### config.mk
export PLATFORM = sky130hd
export DESIGN_NAME = vrt_ctrl
export DESIGN_NICKNAME = d
export VERILOG_FILES = /design/src/rtl/vrt_pkg.sv /design/src/rtl/vrt_ctrl.sv
export SDC_FILE = /design/constraint.sdc
export NUM_CORES = 1
export LEC_CHECK = 0
export BUFFER_PORTS_ARGS = -buffer_cell sky130_fd_sc_hd__buf_2
export CAP_MARGIN = 20
export CORE_UTILIZATION = 50
export DETAILED_ROUTE_END_ITERATION = 12
export GPL_TIMING_DRIVEN = 0
export PLACE_DENSITY = 0.72
export SLEW_MARGIN = 10
export SYNTH_ARGS = -nofsm -noshare
export SYNTH_HDL_FRONTEND = slang
export SYNTH_SLANG_ARGS = --single-unit
### constraint.sdc
create_clock -name clk -period 2.1 [get_ports clk]
set_clock_uncertainty 0.2 [all_clocks]
set_input_delay 0.315 -clock clk [delete_from_list [all_inputs] [get_ports clk]]
set_output_delay 0.315 -clock clk [all_outputs]
set_load 0.03 [all_outputs]
### src/rtl/vrt_pkg.sv
// Shared types, widths, codes and helpers for the voxel ray traversal unit.
// No dependencies; imported by every module of the block.
package vrt_pkg;

  // Parameter defaults.
  localparam int GRID_SIDE_DEF = 16;
  localparam int FRAC_BITS_DEF = 8;
  localparam int MAX_STEPS_DEF = 64;

  // Fixed field widths.
  localparam int COORD_W = 16;
  localparam int CELL_W  = 4;
  localparam int MAG_W   = 16;
  localparam int NUM_W   = 17;
  localparam int PROD_W  = NUM_W + MAG_W;
  localparam int VOX_W   = 18;
  localparam int VOXO_W  = 8;
  localparam int NPAIR   = 6;

  // Stream word widths and field offsets.
  localparam int IN_DATA_W  = 112;
  localparam int OUT_DATA_W = 80;
  localparam int OFS_CX     = 0;
  localparam int OFS_CY     = 4;
  localparam int OFS_CZ     = 8;
  localparam int OFS_VIS    = 12;
  localparam int OFS_START  = 13;
  localparam int OFS_END    = 61;

  // Axis codes for the stepped axis, and normal codes.
  localparam logic [1:0] AX_X    = 2'd0;
  localparam logic [1:0] AX_Y    = 2'd1;
  localparam logic [1:0] AX_Z    = 2'd2;
  localparam logic [1:0] AX_NONE = 2'd3;
  localparam logic [1:0] NRM_NONE = 2'd0;
  localparam logic [1:0] NRM_X    = 2'd1;
  localparam logic [1:0] NRM_Y    = 2'd2;
  localparam logic [1:0] NRM_Z    = 2'd3;

  localparam logic MODE_WRITE = 1'b0;
  localparam logic MODE_CAST  = 1'b1;

  // Commands from the controller to the datapath.
  typedef struct packed {
    logic       load;
    logic       mem_wr;
    logic       clr_en;
    logic       prod_en;
    logic [2:0] prod_idx;
    logic       walk_en;
    logic       hp_mul;
    logic       div_en;
    logic       hp_store;
    logic [1:0] hp_idx;
    logic       res_load;
    logic       res_hit;
  } vrt_cmd_t;

  // Status from the datapath to the controller.
  typedef struct packed {
    logic in_mode;
    logic clr_last;
    logic cell_ok;
    logic vis;
    logic ws_stop;
    logic hp_need;
    logic out_busy;
  } vrt_sts_t;

  // Index of the cross product num[a] * mag[b] among the six ordered pairs.
  function automatic logic [2:0] pair_idx(input logic [1:0] a, input logic [1:0] b);
    logic [2:0] r;
    unique case ({a, b})
      {AX_X, AX_Y}: r = 3'd0;
      {AX_X, AX_Z}: r = 3'd1;
      {AX_Y, AX_X}: r = 3'd2;
      {AX_Y, AX_Z}: r = 3'd3;
      {AX_Z, AX_X}: r = 3'd4;
      {AX_Z, AX_Y}: r = 3'd5;
      default:      r = 3'd0;
    endcase
    return r;
  endfunction

  // First axis (the num side) of a pair.
  function automatic logic [1:0] pair_a(input logic [2:0] k);
    logic [1:0] r;
    unique case (k)
      3'd0, 3'd1: r = AX_X;
      3'd2, 3'd3: r = AX_Y;
      default:    r = AX_Z;
    endcase
    return r;
  endfunction

  // Second axis (the mag side) of a pair.
  function automatic logic [1:0] pair_b(input logic [2:0] k);
    logic [1:0] r;
    unique case (k)
      3'd2, 3'd4: r = AX_X;
      3'd0, 3'd5: r = AX_Y;
      default:    r = AX_Z;
    endcase
    return r;
  endfunction

endpackage

### src/rtl/vrt_ctrl.sv
// Controller state machine of the voxel ray traversal unit.
// Depends on vrt_pkg; drives the datapath through vrt_cmd_t.
module vrt_ctrl
  import vrt_pkg::*;
#(
  parameter int MAX_STEPS = MAX_STEPS_DEF
) (
  input  logic     clk,
  input  logic     rst_n,
  input  logic     in_tvalid,
  output logic     in_tready,
  input  vrt_sts_t sts,
  output vrt_cmd_t cmd
);

  localparam int SW = $clog2(MAX_STEPS + 1);
  localparam int DW = $clog2(PROD_W);

  localparam logic [3:0] S_CLR  = 4'd0;
  localparam logic [3:0] S_IDLE = 4'd1;
  localparam logic [3:0] S_WR   = 4'd2;
  localparam logic [3:0] S_INIT = 4'd3;
  localparam logic [3:0] S_WALK = 4'd4;
  localparam logic [3:0] S_HPM  = 4'd5;
  localparam logic [3:0] S_HPD  = 4'd6;
  localparam logic [3:0] S_HPS  = 4'd7;
  localparam logic [3:0] S_FIN  = 4'd8;

  logic [3:0]    state_r, state_nxt;
  logic [2:0]    idx_r, idx_nxt;
  logic [SW-1:0] stp_r, stp_nxt;
  logic [DW-1:0] dcnt_r, dcnt_nxt;
  logic [1:0]    hpi_r, hpi_nxt;
  logic          hit_r, hit_nxt;

  assign in_tready = (state_r == S_IDLE);

  // Next state and commands.
  always_comb begin
    state_nxt = state_r;
    idx_nxt   = idx_r;
    stp_nxt   = stp_r;
    dcnt_nxt  = dcnt_r;
    hpi_nxt   = hpi_r;
    hit_nxt   = hit_r;
    cmd       = '0;
    cmd.prod_idx = idx_r;
    cmd.hp_idx   = hpi_r;
    cmd.res_hit  = hit_r;
    unique case (state_r)
      S_CLR: begin
        cmd.clr_en = 1'b1;
        if (sts.clr_last) begin
          state_nxt = S_IDLE;
        end
      end
      S_IDLE: begin
        if (in_tvalid) begin
          cmd.load = 1'b1;
          idx_nxt  = '0;
          state_nxt = (sts.in_mode == MODE_CAST) ? S_INIT : S_WR;
        end
      end
      S_WR: begin
        cmd.mem_wr = sts.cell_ok;
        state_nxt  = S_IDLE;
      end
      S_INIT: begin
        cmd.prod_en = 1'b1;
        if (idx_r == 3'(NPAIR - 1)) begin
          stp_nxt   = '0;
          state_nxt = S_WALK;
        end else begin
          idx_nxt = idx_r + 3'd1;
        end
      end
      S_WALK: begin
        if (sts.vis) begin
          hit_nxt   = 1'b1;
          hpi_nxt   = AX_X;
          state_nxt = S_HPM;
        end else if (stp_r == SW'(MAX_STEPS)) begin
          hit_nxt   = 1'b0;
          state_nxt = S_FIN;
        end else begin
          cmd.walk_en = 1'b1;
          if (sts.ws_stop) begin
            hit_nxt   = 1'b0;
            state_nxt = S_FIN;
          end else begin
            stp_nxt = stp_r + SW'(1);
          end
        end
      end
      S_HPM: begin
        if (sts.hp_need) begin
          cmd.hp_mul = 1'b1;
          dcnt_nxt   = '0;
          state_nxt  = S_HPD;
        end else begin
          cmd.hp_store = 1'b1;
          if (hpi_r == AX_Z) begin
            state_nxt = S_FIN;
          end else begin
            hpi_nxt = hpi_r + 2'd1;
          end
        end
      end
      S_HPD: begin
        cmd.div_en = 1'b1;
        dcnt_nxt   = dcnt_r + DW'(1);
        if (dcnt_r == DW'(PROD_W - 1)) begin
          state_nxt = S_HPS;
        end
      end
      S_HPS: begin
        cmd.hp_store = 1'b1;
        if (hpi_r == AX_Z) begin
          state_nxt = S_FIN;
        end else begin
          hpi_nxt   = hpi_r + 2'd1;
          state_nxt = S_HPM;
        end
      end
      S_FIN: begin
        if (!sts.out_busy) begin
          cmd.res_load = 1'b1;
          state_nxt    = S_IDLE;
        end
      end
      default: begin
        state_nxt = S_IDLE;
      end
    endcase
  end

  // Control registers.
  always_ff @(posedge clk) begin
    if (!rst_n) begin
      state_r <= S_CLR;
      idx_r   <= '0;
      stp_r   <= '0;
      dcnt_r  <= '0;
      hpi_r   <= '0;
      hit_r   <= 1'b0;
    end else begin
      state_r <= state_nxt;
      idx_r   <= idx_nxt;
      stp_r   <= stp_nxt;
      dcnt_r  <= dcnt_nxt;
      hpi_r   <= hpi_nxt;
      hit_r   <= hit_nxt;
    end
  end

endmodule

### After elaboration in Yosys (flattened, before gate mapping)

Cells that the tools add are included.

* output and inout bits: 16
* logic and storage cells: 93
* input port bits: 10
* register bits: 23

* reductions and logical operators: 12
* add/sub/neg operators: 4
* multiplexer cells: 45
* equality and inequality tests: 26

Operators with widths (count)
* 4-bit two-way mux: 11
* 4-bit one-hot mux with 8 select lines: 1
* 7-bit two-way mux: 4
* 2-bit inequality test, second input constant: 12
* 1-bit two-way mux: 18
* 4-bit by 3-bit == test with 1-bit output, second input constant: 4
* 7-bit one-hot mux with 2 select lines: 1
* 6-bit one-hot mux with 2 select lines: 1
* 4-bit by 2-bit == test with 1-bit output, second input constant: 2
* 7-bit by 1-bit adder with 7-bit output, second input constant: 1
* 7-bit == test, second input constant: 1
* 7-bit AND reduction: 1
* 6-bit by 1-bit adder with 6-bit output, second input constant: 1
* 6-bit == test, second input constant: 1
* 2-bit two-way mux: 3
* 3-bit two-way mux: 2
* 6-bit two-way mux: 1
* 2-bit one-hot mux with 3 select lines: 1
* 3-bit one-hot mux with 2 select lines: 1
* 3-bit AND reduction: 2
* 2-bit nonzero test: 3
* 3-bit nonzero test: 2
* 5-bit AND reduction: 1
* 4-bit by 1-bit == test with 1-bit output, second input constant: 1
* other kinds (10): 11

### Logic depth before layout (Yosys ltp)

* depth after elaboration: 5
* mapped depth: 8
* mapped depth without buffers: 7

### Worst setup path after synthesis

OpenSTA, ideal clock, no wires.

* path kind: reg2reg
* start: register state_r[1]
* end: register stp_r[2]
* buffers on the path: 1
* stages on the path, launching flop included: 6
* required time: 1.768 ns
* data arrival time: 2.410 ns
* slack: -0.643 ns
* library setup time: 0.132 ns
* clock period less this slack: 2.743 ns
* cell sequence: dfxtp_1 > buf_2 > nor4bb_1 > a32oi_1 > o21ai_0 > a21oi_1

* longest elaborated chain between the ends: 3
* elaborated cells on any way between the ends: 9
* classes of those cells: eq/ne: 6; mux: 1; reduce/logical: 2

RTL lines
* start: declaration: RTL line vrt_ctrl.sv:29 `logic [3:0] state_r, state_nxt;`
* start signal: assignment: RTL line vrt_ctrl.sv:147 `state_r <= state_nxt;`
* 4-bit by 3-bit == test with 1-bit output / 4-bit by 2-bit == test with 1-bit output (equally long branches): RTL line vrt_ctrl.sv:50 `unique case (state_r)`
* 2-bit inequality test (no line) / 2-bit nonzero test (equally long branches)
* 5-bit AND reduction (no line)
* end signal: assignment: RTL line vrt_ctrl.sv:149 `stp_r <= stp_nxt;`
* end: declaration: RTL line vrt_ctrl.sv:31 `logic [SW-1:0] stp_r, stp_nxt;`

Several ways; a longest one is shown, not always the timed one.
A chain may end at the register's enable or synchronous reset.

==> impl_results.md <==
- Status: finished with violations
- Failing checks: setup timing
- Post-Place Worst Slack: -245 ps
- CTS tree: yes
- Startpoint of the worst hold path: sts[0]
- First-pass GRT wire length: 6180 um
- Endpoint class of the critical path: primary output
- Total power: 1810 uW
- Final Cell Area: 1980 sq um
- Maximum vdd drop: 0.000735 V
- Worst slew pin tran: 531 ps
- DR WL/cell: 15.0 um
- # hold bufs at CTS: 0
- Die height: 56.2 um
- Mean post-synth cell area: 7.80 sq um
- 1st-iter DRT viols: 87
- Die ar.: 3150 sq um
- Startpoint Class: flip-flop
- Register area share after synthesis: 0.314
- Gr ovfl total: 0
- Most common cell in the netlist: nor2_1
- Placed Area: 1670 sq um
- Static Leak: 0.000861 uW
- Ratio of cells with drive above 1 in the final layout: 0.379
- Initial antenna violation count: 0
- Crit path kind: flip-flop to primary output
- Via count: 1583
- Routed Antenna Nets: 0
- Max-Cap Viols: 0
- Arrival time at the worst endpoint: 1660 ps
- Cells after synthesis: 188
- Post-synth top cells: nor2_1, dfxtp_1, a21oi_1
- Sink Count: 23
- Hold Crit Class: input port to flip-flop
- GP Congestion: 0.883
- Relative slew slack: 0.646
- Synth top area cells: dfxtp_1, nor2_1, ha_1
- Netlist cell types: 45
- Post-synthesis cell area: 1470 sq um
- TNS Setup: -71.0 ps
- Req. time, crit path: 1580 ps
- Asr flop ratio synth: 0
- Clock tree buffer depth: 2
- Cell taking the most area after synthesis: dfxtp_1
- Number of global-route vias before repair: 1404
- Root Driver: clkbuf_4
- Clock-pin transition on the worst setup and hold timing paths: 130 ps
- Final setup margin: -71.0 ps
- Starting Density: 0.532
- R2r worst-path depth: 6
- Fmax: 461 MHz
- Area of the multi-input gates: 1070 sq um
- Detailed-route DRC error count: 0
- Core area: 2760 sq um
- Final setup viols: 1
- Max FO, Critical Path: 5
- Top-area cell type share of the netlist area: 0.314
- I/O Buffers: 25
- Synth Warn #: 0
- Yosys reg bits: 23
- Hold path endpoint: state_r[3]
- I/O pin cnt: 26
- Largest net degree at the start of global routing: 14
- Final Hold Fails: 0
- Post-synth EDFFs: 0
- Nets@finish: 250
- Final wirelength: 3950 um
- Final max-slew violation count: 0
- Pwr/cell area: 914 nW/um^2
- Via density: 6.02
- Fin crit share: 1.03
- Minimum clock period: 2170 ps
- Syn-to-layout area delta: 35.0%
- First drt pass iteration count: 5
- WHS Path Cells: 3
- Detailed Place HPWL: 2620 um
- Syn Nets: 205
- R2r startpoint: state_r[0]
- H-Tree Depth: 1
- Register area: 472 sq um
- FILL cells: 220
- RSZ-0062 raised after global routing: true
- Diode count: 0
- R2R Setup Slk: 10 ps
- Rows: 19
- Ys flop type: dfxtp_1
- Total GRT Usage: 0.246
- Die width: 56.2 um
- Cts bufs inserted: 3
- Clock Latency Late Sink: 310 ps
- Endpoint of the worst register-to-register path: state_r[0]
## worst max-delay path: stages (launching register included)
cell and delay (ps):
dfxtp_4 390, or4b_4 550, a311oi_4 240, buf_6 170
## cells in the final DEF (no fill, tap or decap), types with 3 or more instances in the layout
cell and instances:
buf_4 19, dfxtp_2 3, o211ai_1 3, clkbuf_4 5, ha_1 7, dfxtp_1 18
and3_1 6, o21ai_0 8, nand2_2 3, nand3b_1 5, buf_6 4, nor3_1 3
a21oi_1 16, nand2_1 9, nor2_1 24, buf_2 22, nand3_1 6, inv_1 10
a31oi_1 4
## stage by stage
| step | instances | hold slack (ps) | util |
|---|---|---|---|
| 6_report | 263 | 82.1 | 0.718 |
| 5_1_grt | 263 | 98.3 | 0.718 |
| 4_1_cts | 253 | 60.8 | 0.657 |
| 3_5_place_dp | 244 | 269 | 0.605 |
| 3_3_place_gp | 244 | 275 | 0.605 |
| 2_1_floorplan | 188 | 254 | - |
## metal layers
metal / global-route usage / part of all wire / vias up / wire, um
met5: 0 / 0 / - / 0
met4: 0.105 / 0.0063 / 0 / 25
met3: 0.0326 / 0.039 / 4 / 152
met2: 0.447 / 0.54 / 44 / 2130
met1: 0.285 / 0.41 / 763 / 1630
li1: - / - / 772 / -
## timing repair
action	in CTS	in global routing
endpoints found under the setup margin	25	18
gates resized for setup	26	23
pin swaps	6	6
setup buffers	8	10
## kinds of logic after synthesis
logic type / Yosys count / share of synthesized area
adder cells (fa/ha/maj): 7 / 0.0597
multiplexers: 2 / 0.0137
flip-flops: 23 / 0.314
AND/OR/NAND/NOR: 83 / 0.315
buffers and inverters: 23 / 0.0785
XOR/XNOR: 3 / 0.0179
AO/OA/AOI/OAI: 47 / 0.201
## sequential cells by signal (all words and copies together), names as in the netlist
| name | count |
|---|---|
| stp_r | 7 |
| dcnt_r | 6 |
| state_r | 4 |
| idx_r | 3 |
| hpi_r | 2 |
| hit_r | 1 |
## report_power, final
part           internal, uW  switching (uW)  total [uW]
Sequential              485            46.9         532
Clock                  71.1             141         212
Combinational           466             599        1070
## how the worst max path moves through the flow
stage                           from    endpoint  slack (ps)  cells after the start
after floorplan             stp_r[2]  state_r[1]         -30                      6
after global placement      stp_r[2]  state_r[1]        -220                      6
after detailed placement    stp_r[2]  state_r[1]        -240                      6
after CTS                 state_r[0]      cmd[7]         -70                      3
after global routing      state_r[0]      cmd[7]        -110                      3
final                     state_r[0]      cmd[7]         -70                      3
## final cells by class
| cell class | count | area share |
|---|---|---|
| buffer | 7 | 0.0228 |
| inverter | 13 | 0.0253 |
| tap | 31 | 0.0196 |
| timing repair buffer | 43 | 0.141 |
| clock inverter | 1 | 0.00253 |
| multi-input combinational | 142 | 0.539 |
| sequential | 23 | 0.238 |
| clock buffer | 3 | 0.0114 |
No activity file was read; power rests on OpenSTA's default activity.
